<file path="config.mk">
export PLATFORM = sky130hd
export DESIGN_NAME = three_byte_to_four_char_encoder_top_flat
export DESIGN_NICKNAME = d
export VERILOG_FILES = /design/src/rtl/tbfc_pkg.sv /design/src/rtl/tbfc_if.sv /design/src/rtl/three_byte_to_four_char_encoder_top.sv /design/src/rtl/tbfc_front.sv /design/src/rtl/tbfc_queue.sv /design/src/rtl/tbfc_back.sv /design/src/flat_wrapper.sv
export SDC_FILE = /design/constraint.sdc
export NUM_CORES = 1
export LEC_CHECK = 0
export ABC_CLOCK_PERIOD_IN_PS = 3400
export BUFFER_PORTS_ARGS = -buffer_cell sky130_fd_sc_hd__buf_2
export CAP_MARGIN = 40
export CELL_PAD_IN_SITES_DETAIL_PLACEMENT = 0
export CELL_PAD_IN_SITES_GLOBAL_PLACEMENT = 1
export CORE_MARGIN = 4
export CORE_UTILIZATION = 35
export CTS_CLUSTER_SIZE = 10
export DETAILED_ROUTE_END_ITERATION = 7
export PLACE_DENSITY = 0.68
export REMOVE_ABC_BUFFERS = 1
export SETUP_SLACK_MARGIN = 0.1
export SKIP_CTS_REPAIR_TIMING = 1
export SLEW_MARGIN = 5
export SYNTH_ARGS = -nofsm -noshare
export SYNTH_HDL_FRONTEND = slang
export SYNTH_SLANG_ARGS = --single-unit
</file>
<file path="constraint.sdc">
create_clock -name clock -period 3.4 [get_ports clock]
set_input_delay 0.17 -clock clock [delete_from_list [all_inputs] [get_ports clock]]
set_output_delay 0.17 -clock clock [all_outputs]
set_load 0.01 [all_outputs]
</file>
<file path="src/rtl/tbfc_pkg.sv">
// Shared types and constants for the three-byte to four-character encoder.
// No dependencies; every other file in rtl/ except tbfc_if.sv imports this package.
package tbfc_pkg;

   // Default depth of the group queue between front and back end
   localparam int unsigned TBFC_QUEUE_DEPTH = 2;

   // Character encoding constants
   localparam int unsigned CHAR_W     = 7;
   localparam int unsigned BYTE_W     = 8;
   localparam int unsigned GROUP_SIZE = 3;

   typedef logic [CHAR_W-1:0] char_type;
   typedef logic [BYTE_W-1:0] byte_type;

   // Number of bytes held in the current group (0..2)
   typedef logic [1:0] grp_pos_type;

   // One encoded group: header plus up to three data characters
   typedef struct packed {
      char_type [GROUP_SIZE:0] chars;     // chars[0] is the header
      logic [1:0]              present;   // bytes in group, 1..3 (also last char index)
      logic                    last;      // group closes the packet
   } tbfc_job_type;

   // Header: start mark in bit 6, then top bit pairs of the three bytes
   function automatic char_type header_char(input byte_type b1, input byte_type b2,
                                            input byte_type b3, input logic start);
      header_char = {~start, b1[7:6], b2[7:6], b3[7:6]};
   endfunction

   // Data character: 0x40 plus the low six bits
   function automatic char_type data_char(input byte_type b);
      data_char = {1'b1, b[5:0]};
   endfunction

endpackage

</file>
<file path="src/rtl/tbfc_if.sv">
// Valid/ready channel interfaces for the encoder's byte input and character output.
// Standalone; payload widths match tbfc_pkg.
interface tbfc_req_if;
   logic       valid;
   logic       ready;
   logic [7:0] data_byte;
   logic       last_byte;

   modport source (output valid, output data_byte, output last_byte, input ready);
   modport sink   (input valid, input data_byte, input last_byte, output ready);
endinterface

interface tbfc_rsp_if;
   logic       valid;
   logic       ready;
   logic [6:0] out_char;
   logic       run_last;
   logic       packet_end;

   modport source (output valid, output out_char, output run_last, output packet_end,
                   input ready);
   modport sink   (input valid, input out_char, input run_last, input packet_end,
                   output ready);
endinterface

</file>
<file path="src/rtl/three_byte_to_four_char_encoder_top.sv">
// Top level of the three-byte to four-character encoder.
// Depends on tbfc_pkg, tbfc_if, tbfc_front, tbfc_queue and tbfc_back.
//
// Encodes packet bytes, three at a time, into seven-bit characters: a header holding
// the top two bits of each byte, then one character per byte with its low six bits,
// each carrying 0x40; a partial final group gives two or three characters and the
// first character of every packet has bit 6 clear. The front end takes one byte per
// cycle while the QUEUE_DEPTH-entry queue has room and hands each finished group to
// it; the back end sends one character per cycle while the output is ready, through
// a registered output, so throughput is set by the output port: four characters per
// three-byte group. A byte that does not close a group gives no character; the header
// of a group goes from the byte that closes it into a queue slot and then into the
// output register before it appears on the output.
module three_byte_to_four_char_encoder_top #(
   parameter int unsigned QUEUE_DEPTH = tbfc_pkg::TBFC_QUEUE_DEPTH
) (
   input  logic       clock,
   input  logic       reset,
   tbfc_req_if.sink   req_chan,
   tbfc_rsp_if.source rsp_chan
);
   import tbfc_pkg::*;

   logic         push_valid, push_ready;
   tbfc_job_type push_data;
   logic         pop_valid, pop_ready;
   tbfc_job_type pop_data;

   tbfc_front u_front (
      .clock     (clock),
      .reset     (reset),
      .req_chan  (req_chan),
      .job_valid (push_valid),
      .job_data  (push_data),
      .job_ready (push_ready)
   );

   tbfc_queue #(
      .DEPTH (QUEUE_DEPTH)
   ) u_queue (
      .clock      (clock),
      .reset      (reset),
      .push_valid (push_valid),
      .push_ready (push_ready),
      .push_data  (push_data),
      .pop_valid  (pop_valid),
      .pop_ready  (pop_ready),
      .pop_data   (pop_data)
   );

   tbfc_back u_back (
      .clock     (clock),
      .reset     (reset),
      .job_valid (pop_valid),
      .job_ready (pop_ready),
      .job_data  (pop_data),
      .rsp_chan  (rsp_chan)
   );

endmodule

</file>
<file path="src/rtl/tbfc_front.sv">
// Front end: collects input bytes into groups of up to three and builds one encoded job per group.
// Depends on tbfc_pkg and tbfc_req_if.
module tbfc_front (
   input  logic                  clock,
   input  logic                  reset,
   tbfc_req_if.sink              req_chan,
   output logic                  job_valid,
   output tbfc_pkg::tbfc_job_type job_data,
   input  logic                  job_ready
);
   import tbfc_pkg::*;

   grp_pos_type pos_ff, pos_in;
   byte_type    first_ff, first_in;
   byte_type    second_ff, second_in;
   logic        start_ff, start_in;

   logic        accept;
   logic        complete;
   logic [1:0]  present;
   byte_type    b1, b2, b3;

   // Pick the group bytes; a position of three acts like two
   always_comb begin
      unique case (pos_ff)
         2'd0: begin
            b1 = req_chan.data_byte; b2 = '0; b3 = '0; present = 2'd1;
         end
         2'd1: begin
            b1 = first_ff; b2 = req_chan.data_byte; b3 = '0; present = 2'd2;
         end
         default: begin
            b1 = first_ff; b2 = second_ff; b3 = req_chan.data_byte; present = 2'd3;
         end
      endcase
   end

   assign complete       = (present == 2'd3) || req_chan.last_byte;
   assign req_chan.ready = job_ready;
   assign accept         = req_chan.valid && req_chan.ready;
   assign job_valid      = req_chan.valid && complete;

   // Build the job for a finished group
   always_comb begin
      job_data.chars[0] = header_char(b1, b2, b3, start_ff);
      job_data.chars[1] = data_char(b1);
      job_data.chars[2] = data_char(b2);
      job_data.chars[3] = data_char(b3);
      job_data.present  = present;
      job_data.last     = req_chan.last_byte;
   end

   // Hold partial group bytes, clear after each finished group
   always_comb begin
      pos_in    = pos_ff;
      first_in  = first_ff;
      second_in = second_ff;
      start_in  = start_ff;
      if (accept) begin
         if (complete) begin
            pos_in    = '0;
            first_in  = '0;
            second_in = '0;
            start_in  = req_chan.last_byte;
         end else begin
            if (pos_ff == 2'd0) begin
               first_in = req_chan.data_byte;
            end else begin
               second_in = req_chan.data_byte;
            end
            pos_in = pos_ff + 2'd1;
         end
      end
   end

   always_ff @(posedge clock) begin
      if (reset) begin
         pos_ff    <= '0;
         first_ff  <= '0;
         second_ff <= '0;
         start_ff  <= 1'b1;
      end else begin
         pos_ff    <= pos_in;
         first_ff  <= first_in;
         second_ff <= second_in;
         start_ff  <= start_in;
      end
   end

endmodule

</file>
<file path="src/rtl/tbfc_queue.sv">
// Short queue of encoded group jobs between front and back end.
// Depends on tbfc_pkg; DEPTH must be at least 2.
module tbfc_queue #(
   parameter int unsigned DEPTH = tbfc_pkg::TBFC_QUEUE_DEPTH
) (
   input  logic                   clock,
   input  logic                   reset,
   input  logic                   push_valid,
   output logic                   push_ready,
   input  tbfc_pkg::tbfc_job_type push_data,
   output logic                   pop_valid,
   input  logic                   pop_ready,
   output tbfc_pkg::tbfc_job_type pop_data
);
   import tbfc_pkg::*;

   localparam int unsigned PTR_W = $clog2(DEPTH);
   localparam int unsigned CNT_W = $clog2(DEPTH + 1);
   localparam logic [PTR_W-1:0] PTR_LAST = PTR_W'(DEPTH - 1);
   localparam logic [CNT_W-1:0] CNT_FULL = CNT_W'(DEPTH);

   tbfc_job_type     slot_ff [DEPTH];
   logic [PTR_W-1:0] wr_ptr_ff, wr_ptr_in;
   logic [PTR_W-1:0] rd_ptr_ff, rd_ptr_in;
   logic [CNT_W-1:0] count_ff, count_in;
   logic             push, pop;

   assign push_ready = (count_ff != CNT_FULL);
   assign pop_valid  = (count_ff != '0);
   assign pop_data   = slot_ff[rd_ptr_ff];
   assign push       = push_valid && push_ready;
   assign pop        = pop_valid && pop_ready;

   // Advance pointers and occupancy
   always_comb begin
      wr_ptr_in = wr_ptr_ff;
      rd_ptr_in = rd_ptr_ff;
      count_in  = count_ff;
      if (push) begin
         wr_ptr_in = (wr_ptr_ff == PTR_LAST) ? '0 : wr_ptr_ff + 1'b1;
      end
      if (pop) begin
         rd_ptr_in = (rd_ptr_ff == PTR_LAST) ? '0 : rd_ptr_ff + 1'b1;
      end
      if (push && !pop) begin
         count_in = count_ff + 1'b1;
      end else if (pop && !push) begin
         count_in = count_ff - 1'b1;
      end
   end

   always_ff @(posedge clock) begin
      if (reset) begin
         wr_ptr_ff <= '0;
         rd_ptr_ff <= '0;
         count_ff  <= '0;
      end else begin
         wr_ptr_ff <= wr_ptr_in;
         rd_ptr_ff <= rd_ptr_in;
         count_ff  <= count_in;
      end
   end

   // Store slot payload
   always_ff @(posedge clock) begin
      if (push) begin
         slot_ff[wr_ptr_ff] <= push_data;
      end
   end

endmodule

</file>
<file path="src/rtl/tbfc_back.sv">
// Back end: steps through one job's characters and drives them into the output register.
// Depends on tbfc_pkg and tbfc_rsp_if.
module tbfc_back (
   input  logic                   clock,
   input  logic                   reset,
   input  logic                   job_valid,
   output logic                   job_ready,
   input  tbfc_pkg::tbfc_job_type job_data,
   tbfc_rsp_if.source             rsp_chan
);
   import tbfc_pkg::*;

   logic [1:0] idx_ff, idx_in;
   logic       valid_ff, valid_in;
   char_type   char_ff, char_in;
   logic       run_last_ff, run_last_in;
   logic       end_ff, end_in;

   logic       load;
   logic       final_char;

   assign load       = job_valid && (!valid_ff || rsp_chan.ready);
   assign final_char = (idx_ff == job_data.present);
   assign job_ready  = load && final_char;

   assign rsp_chan.valid      = valid_ff;
   assign rsp_chan.out_char   = char_ff;
   assign rsp_chan.run_last   = run_last_ff;
   assign rsp_chan.packet_end = end_ff;

   // Load the next character when the output register is free or being drained
   always_comb begin
      idx_in      = idx_ff;
      char_in     = char_ff;
      run_last_in = run_last_ff;
      end_in      = end_ff;
      valid_in    = valid_ff && !rsp_chan.ready;
      if (load) begin
         valid_in    = 1'b1;
         char_in     = job_data.chars[idx_ff];
         run_last_in = final_char;
         end_in      = final_char && job_data.last;
         idx_in      = final_char ? '0 : idx_ff + 2'd1;
      end
   end

   always_ff @(posedge clock) begin
      if (reset) begin
         idx_ff   <= '0;
         valid_ff <= 1'b0;
      end else begin
         idx_ff   <= idx_in;
         valid_ff <= valid_in;
      end
   end

   always_ff @(posedge clock) begin
      char_ff     <= char_in;
      run_last_ff <= run_last_in;
      end_ff      <= end_in;
   end

endmodule

</file>
<file path="src/flat_wrapper.sv">
// flat-port wrapper written by rule: the top's interface ports become plain ports
module three_byte_to_four_char_encoder_top_flat import tbfc_pkg::*;
#(
   parameter int unsigned QUEUE_DEPTH = tbfc_pkg::TBFC_QUEUE_DEPTH
)
  (clock, reset, req_chan_valid, req_chan_data_byte, req_chan_last_byte, req_chan_ready, rsp_chan_valid, rsp_chan_out_char, rsp_chan_run_last, rsp_chan_packet_end, rsp_chan_ready);
  tbfc_req_if req_chan_i ();
  tbfc_rsp_if rsp_chan_i ();
  input  logic clock;
  input  logic reset;
  input wire logic [$bits(req_chan_i.valid)-1:0] req_chan_valid;
  input wire logic [$bits(req_chan_i.data_byte)-1:0] req_chan_data_byte;
  input wire logic [$bits(req_chan_i.last_byte)-1:0] req_chan_last_byte;
  output wire logic [$bits(req_chan_i.ready)-1:0] req_chan_ready;
  output wire logic [$bits(rsp_chan_i.valid)-1:0] rsp_chan_valid;
  output wire logic [$bits(rsp_chan_i.out_char)-1:0] rsp_chan_out_char;
  output wire logic [$bits(rsp_chan_i.run_last)-1:0] rsp_chan_run_last;
  output wire logic [$bits(rsp_chan_i.packet_end)-1:0] rsp_chan_packet_end;
  input wire logic [$bits(rsp_chan_i.ready)-1:0] rsp_chan_ready;
  assign req_chan_i.valid = req_chan_valid;
  assign req_chan_i.data_byte = req_chan_data_byte;
  assign req_chan_i.last_byte = req_chan_last_byte;
  assign req_chan_ready = req_chan_i.ready;
  assign rsp_chan_valid = rsp_chan_i.valid;
  assign rsp_chan_out_char = rsp_chan_i.out_char;
  assign rsp_chan_run_last = rsp_chan_i.run_last;
  assign rsp_chan_packet_end = rsp_chan_i.packet_end;
  assign rsp_chan_i.ready = rsp_chan_ready;
  three_byte_to_four_char_encoder_top #(.QUEUE_DEPTH(QUEUE_DEPTH)) u_core (.clock(clock), .reset(reset), .req_chan(req_chan_i), .rsp_chan(rsp_chan_i));
endmodule
</file>
# Word-level counts from Yosys, hierarchy flattened
# Memory sizes are Yosys's and may differ from the RTL's. A register that Yosys moved wholly into a read port is not among the register bits.
# Index checks and enable logic that the tools add are counted.
# totals
ramBits	56
in_bits	13
n_memories	1
ff_bits	35
word_cells	68
out_inout_bits	11
# mem_list
name	depth	width	read_ports	rd_clocked_by_memory_dff	wr	line	rtl
u_core.u_queue.slot_ff	2	28	1	1	1	tbfc_queue.sv:22	tbfc_job_type slot_ff [DEPTH];
# classes
reduce_logical	22
bitwise_logic	1
eq_ne	5
addsub	6
muxes	20
n_lt_le_gt_ge	1
# ops
op	n
8-bit 2-to-1 mux	5
8-bit one-hot mux with 2 select lines	1
7-bit binary-select mux with 2-bit select	1
1-bit logical AND	10
2-bit 2-to-1 mux	4
1-bit 2-to-1 mux	7
7-bit 2-to-1 mux	1
2-bit by 1-bit adder with 2-bit output, second input constant	3
1-bit zero test	4
2-bit != test, second input constant	2
2-bit one-hot mux with 2 select lines	1
2-bit AND reduction	2
2-bit nonzero test	2
2-bit by 3-bit less-than comparator with 1-bit output, second input constant	1
1-bit adder, second input constant	2
2-bit by 1-bit == test with 1-bit output, second input constant	1
2-bit == test	1
2-bit == test, second input constant	1
2-bit zero test	1
1-bit logical OR	2
2-bit OR reduction	1
2-bit by 1-bit subtractor with 2-bit output, second input constant	1
1-bit inverter	1

# Longest topological paths before layout
# logic_depth
depth_word	10
depth_mapped	9
ltp_nobuf	9

# By module
# From an unflattened synthesis, not the netlist that was laid out.
# unflattened
hier_cells	282
hier_area_um2	4292.9
# modules_own_cells
mod	cells_each	seq_area_each_um2	n_inst	area_each_um2
tbfc_queue	120	1961.9	1	2448.6
tbfc_front	121	380.4	1	1193.6
tbfc_back	41	330.3	1	650.6

# Least setup slack after synthesis
# No wires, ideal clock.
# synth_path
path_kind	flip-flop to flip-flop
start	register u_core.u_front.pos_ff[0]
end	memory u_core.u_queue.slot_ff[0][0] (netlist name), enable pin
t_arrival_ns	2.292
period_less_slack_ns	2.705
path_buffers	0
path_stages_with_launch	6
setup_time_ns	0.413
slack_ns	0.695
t_required_ns	2.987
cell_sequence	dfxtp_1 > inv_1 > ha_1 > o21bai_1 > nand3_1 > nor2_1
# synth_via
elab_chain_cells	8
elab_cells_between_ends	9
cone_classes	eq/ne: 2; mux: 3; reduce/logical: 4
# synth_lines
item	line	rtl
start: declaration	tbfc_front.sv:13	grp_pos_type pos_ff, pos_in;
start signal: assignment	tbfc_front.sv:83	pos_ff <= pos_in;
2-bit by 1-bit == test with 1-bit output / 2-bit zero test (equally long branches)	tbfc_front.sv:25	unique case (pos_ff)
2-bit one-hot mux with 2 select lines (*)	tbfc_front.sv:25	
2-bit == test (*)	tbfc_front.sv:38	assign complete = (present == 2'd3) || req_chan.last_byte;
1-bit logical OR (*)	tbfc_front.sv:38	
1-bit logical AND (*)	tbfc_front.sv:41	assign job_valid = req_chan.valid && complete;
1-bit logical AND (*)	tbfc_queue.sv:31	assign push = push_valid && push_ready;
1-bit 2-to-1 mux (*)	tbfc_queue.sv:66	if (push) begin
1-bit 2-to-1 mux (implied by the code) (*)	tbfc_queue.sv:67	slot_ff[wr_ptr_ff] <= push_data;
end: declaration	tbfc_queue.sv:22	
# Every way passes the cells marked *; elsewhere a longest branch is shown, timed or not.

==> impl_metrics.toml <==
[run_status]
status = "finished, final reports clean"

[global_routing]
antenna_found_initial = 0
grt-ovfl-total = 0
grt_usage_pct = 12.2
grt_max_degree = 29
grt_pass1_vias = 2152
grt_pass1_wl_um = 11700

[synth]
synthTopCellsByCount = "edfxtp_1, dfxtp_1, nor2_1, nand2_1, a22oi_1"
syn_area_per_cell_um2 = 14.4
ys_ff_latch = 92
synthArstFlopShare_pct = 0
ys.flop_type = "edfxtp_1"
synth_edf_count = 65
ys_top_cells_by_area = "edfxtp_1, dfxtp_1, mux4_2"
ys_seq_area_share_pct = 66.6
netlist.top_cell.by_area = "edfxtp_1"
synth_cell_types = 36
netlist_area_mm2 = 0.00374
ys_warn_count = 0
synth_top_area_share_pct = 52.2
synth.most_common_cell = "edfxtp_1"
netlist_instances = 259

[route]
avgRoutedWirePerCell_um = 16.5
detail-route-antenna-nets = 0
drt-total-wl_um = 7050
vias_per_cell = 4.86
drc = 0
drt_iter0_drc = 128
first_pass_iters = 4
dr_total_vias = 2082

[worst_setup_path]
end_kind = "register"
critPathLaunchType = "register"
cp_max_fo = 9
worstPathArrival_ns = 2.75
r2r-end = "u_core.u_queue.count_ff[1]"
critPathRequiredTime_ns = 3.69
worst-r2r-cell-count = 7
slowest_delay_ns = 0.71
path_class = "reg2reg"
crit_path_cell_trace = "mux2_2, xnor2_1, nor2_1, nand2_1, ha_1, or3_1, a21oi_1"
worst-r2r-setup-slack_ns = 0.94
cp_slowest_cell = "dfxtp_1"

[cells_and_area]
synthToLayoutAreaGrowth_pct = 12.8
multi_input_area_mm2 = 0.00116
nFillCells = 980
seq_area_mm2 = 0.00249
stdcell_count = 428
diodes = 0
final_area_mm2 = 0.00422
nets = 304
drive_gt1_share_pct = 25.7

[sta]
tightest_slew_ns = 0.761
post-route-period-util_pct = 72.3
slew_viol_final = 0
finalSetupViolCount = 0
rsz0062_at_grt = "false"
finalWorstSetupSlack_ns = 0.941
fin_skew_ns = 0.0155
relSlewSlack_pct = 49.3
layout_min_cycle_time_ns = 2.46
hold_viol = 0
fin_tns_setup_ns = 0
clock.fmax_mhz = 407

[placement]
hpwl_um = 4850
post-place-ws_ns = 0.908
numPlacedInstances = 412
port_buffers = 23
gp_congestion = 0.679
place_area_mm2 = 0.00401

[worst_hold_path]
hp-start = "req_chan_last_byte"
hold_class = "in2reg"
whs_endpoint = "u_core.u_queue.slot_ff[0][0]"
hold_path_depth = 1

[clock_tree]
cts_made_buffers = 9
insertion_delay_ns = 0.36
ctsHtreeMaxLevel = 3
cts_tree = "done"
clk_path_buf_depth = 2
clock_sinks = 92
cts-root-buf = "clkbuf_8"
clk_pin_slew_worst_paths_ns = 0.09

[die]
initial_utilization_pct = 36.1
die_h_um = 111
die_x_um = 111
design.core.area_mm2 = 0.0104
dieArea_mm2 = 0.0124
num_rows = 37
pin_count = 24

[power]
leakage_uw = 0.00144
p_total_uw = 3000
ir_worst_vdd_v = 0.000202
power_density_mw_per_mm2 = 712

[run]
max_cap_violations = 0
[worst max-delay path, delay by kind of cell (launching register included)]
kind | cells | cell delay, ns
adders and majority gates | 1 | 0.27
AOI/OAI and AO/OA | 1 | 0.14
xor gates and xnor gates | 1 | 0.29
muxes | 1 | 0.45
and+or+nand+nor | 3 | 0.55
DFF | 1 | 0.71
[layout make-up]
type | instances | share of cell area (%)
Clock buffer | 12 | 4.21
Clock inverter | 4 | 0.653
Inverter | 12 | 1.07
Multi-Input combinational cell | 145 | 27.5
Sequential cell | 92 | 59.1
Tap cell | 136 | 4.03
Timing Repair Buffer | 27 | 3.44
[state kept, by name, indices dropped and copies added (netlist names), named ones only]
| register | cells |
|---|---|
| u_core.u_queue.wr_ptr_ff | 1 |
| u_core.u_back.rsp_chan.out_char | 7 |
| u_core.u_back.rsp_chan.packet_end | 1 |
| u_core.u_queue.rd_ptr_ff | 1 |
| u_core.u_back.rsp_chan.valid | 1 |
| u_core.u_back.idx_ff | 2 |
| u_core.u_queue.slot_ff | 56 |
| u_core.u_queue.count_ff | 2 |
| u_core.u_front.pos_ff | 2 |
| u_core.u_back.rsp_chan.run_last | 1 |
| u_core.u_front.second_ff | 8 |
| u_core.u_front.first_ff | 8 |
| u_core.u_front.start_ff | 1 |
[metal layers]
| metal | vias up | share of wire, % | GRT usage [%] |
|---|---|---|---|
| li1 | 1021 | - | - |
| met1 | 1028 | 51 | 17.2 |
| met2 | 25 | 45 | 18.1 |
| met3 | 8 | 2.3 | 2.61 |
| met4 | 0 | 1.8 | 5.35 |
| met5 | - | 0 | 0 |
[cell usage in the layout, fill, tap and decap left out, types with 2 or more instances in the layout]
cell       Yosys  layout
ha_1           4       4
o21ai_0       11      11
buf_4          0       4
a22oi_1       17      17
dfxtp_1       27      27
mux2_2        15      15
a31oi_1        2       2
inv_1         11      11
buf_2          2      23
nor2_2         0       2
and2_1         8       8
o211ai_1       3       3
edfxtp_1      65      65
clkbuf_16      0       2
xor2_1         2       2
mux2i_1        2       2
nand2_1       21      21
nor2_1        26      24
xnor2_1        2       2
mux4_2        11      11
clkbuf_8       0       9
a21oi_1        7       7
[power breakdown]
group	internal (uW)	leakage [uW]	total, uW	switching, uW
clock network	356	0.000103	726	371
registers	1440	0.000829	1530	89.5
logic	325	0.000510	748	423
[worst max-delay path by stage]
stage                                   startpoint                            to  slack [ns]  cells past startpoint
after floorplan           u_core.u_front.pos_ff[1]  u_core.u_queue.slot_ff[0][0]        0.59                      5
after global placement                    register    u_core.u_queue.count_ff[1]        0.97                      7
after detailed placement                  register    u_core.u_queue.count_ff[1]        0.91                      7
after CTS                                 register    u_core.u_queue.count_ff[1]        0.91                      7
after global routing                      register    u_core.u_queue.count_ff[1]        0.70                      7
final                                     register    u_core.u_queue.count_ff[1]        0.94                      7
[stage by stage]
stage,hold WS (ns),utilization (%)
floorplan,0.239,-
global placement,0.412,38.7
detailed placement,0.421,38.7
CTS,0.0359,40.7
global route,0.0566,40.7
finish,0.0657,40.7
[cells by family after synthesis]
group,synth area share [%]
xor+xnor,1.37
flops,66.6
buf+inv,2.48
simple gates,7.73
fa+ha+maj,1.34
compound gates,7.46
mux,13.0
(Power assumes the default switching activity.)
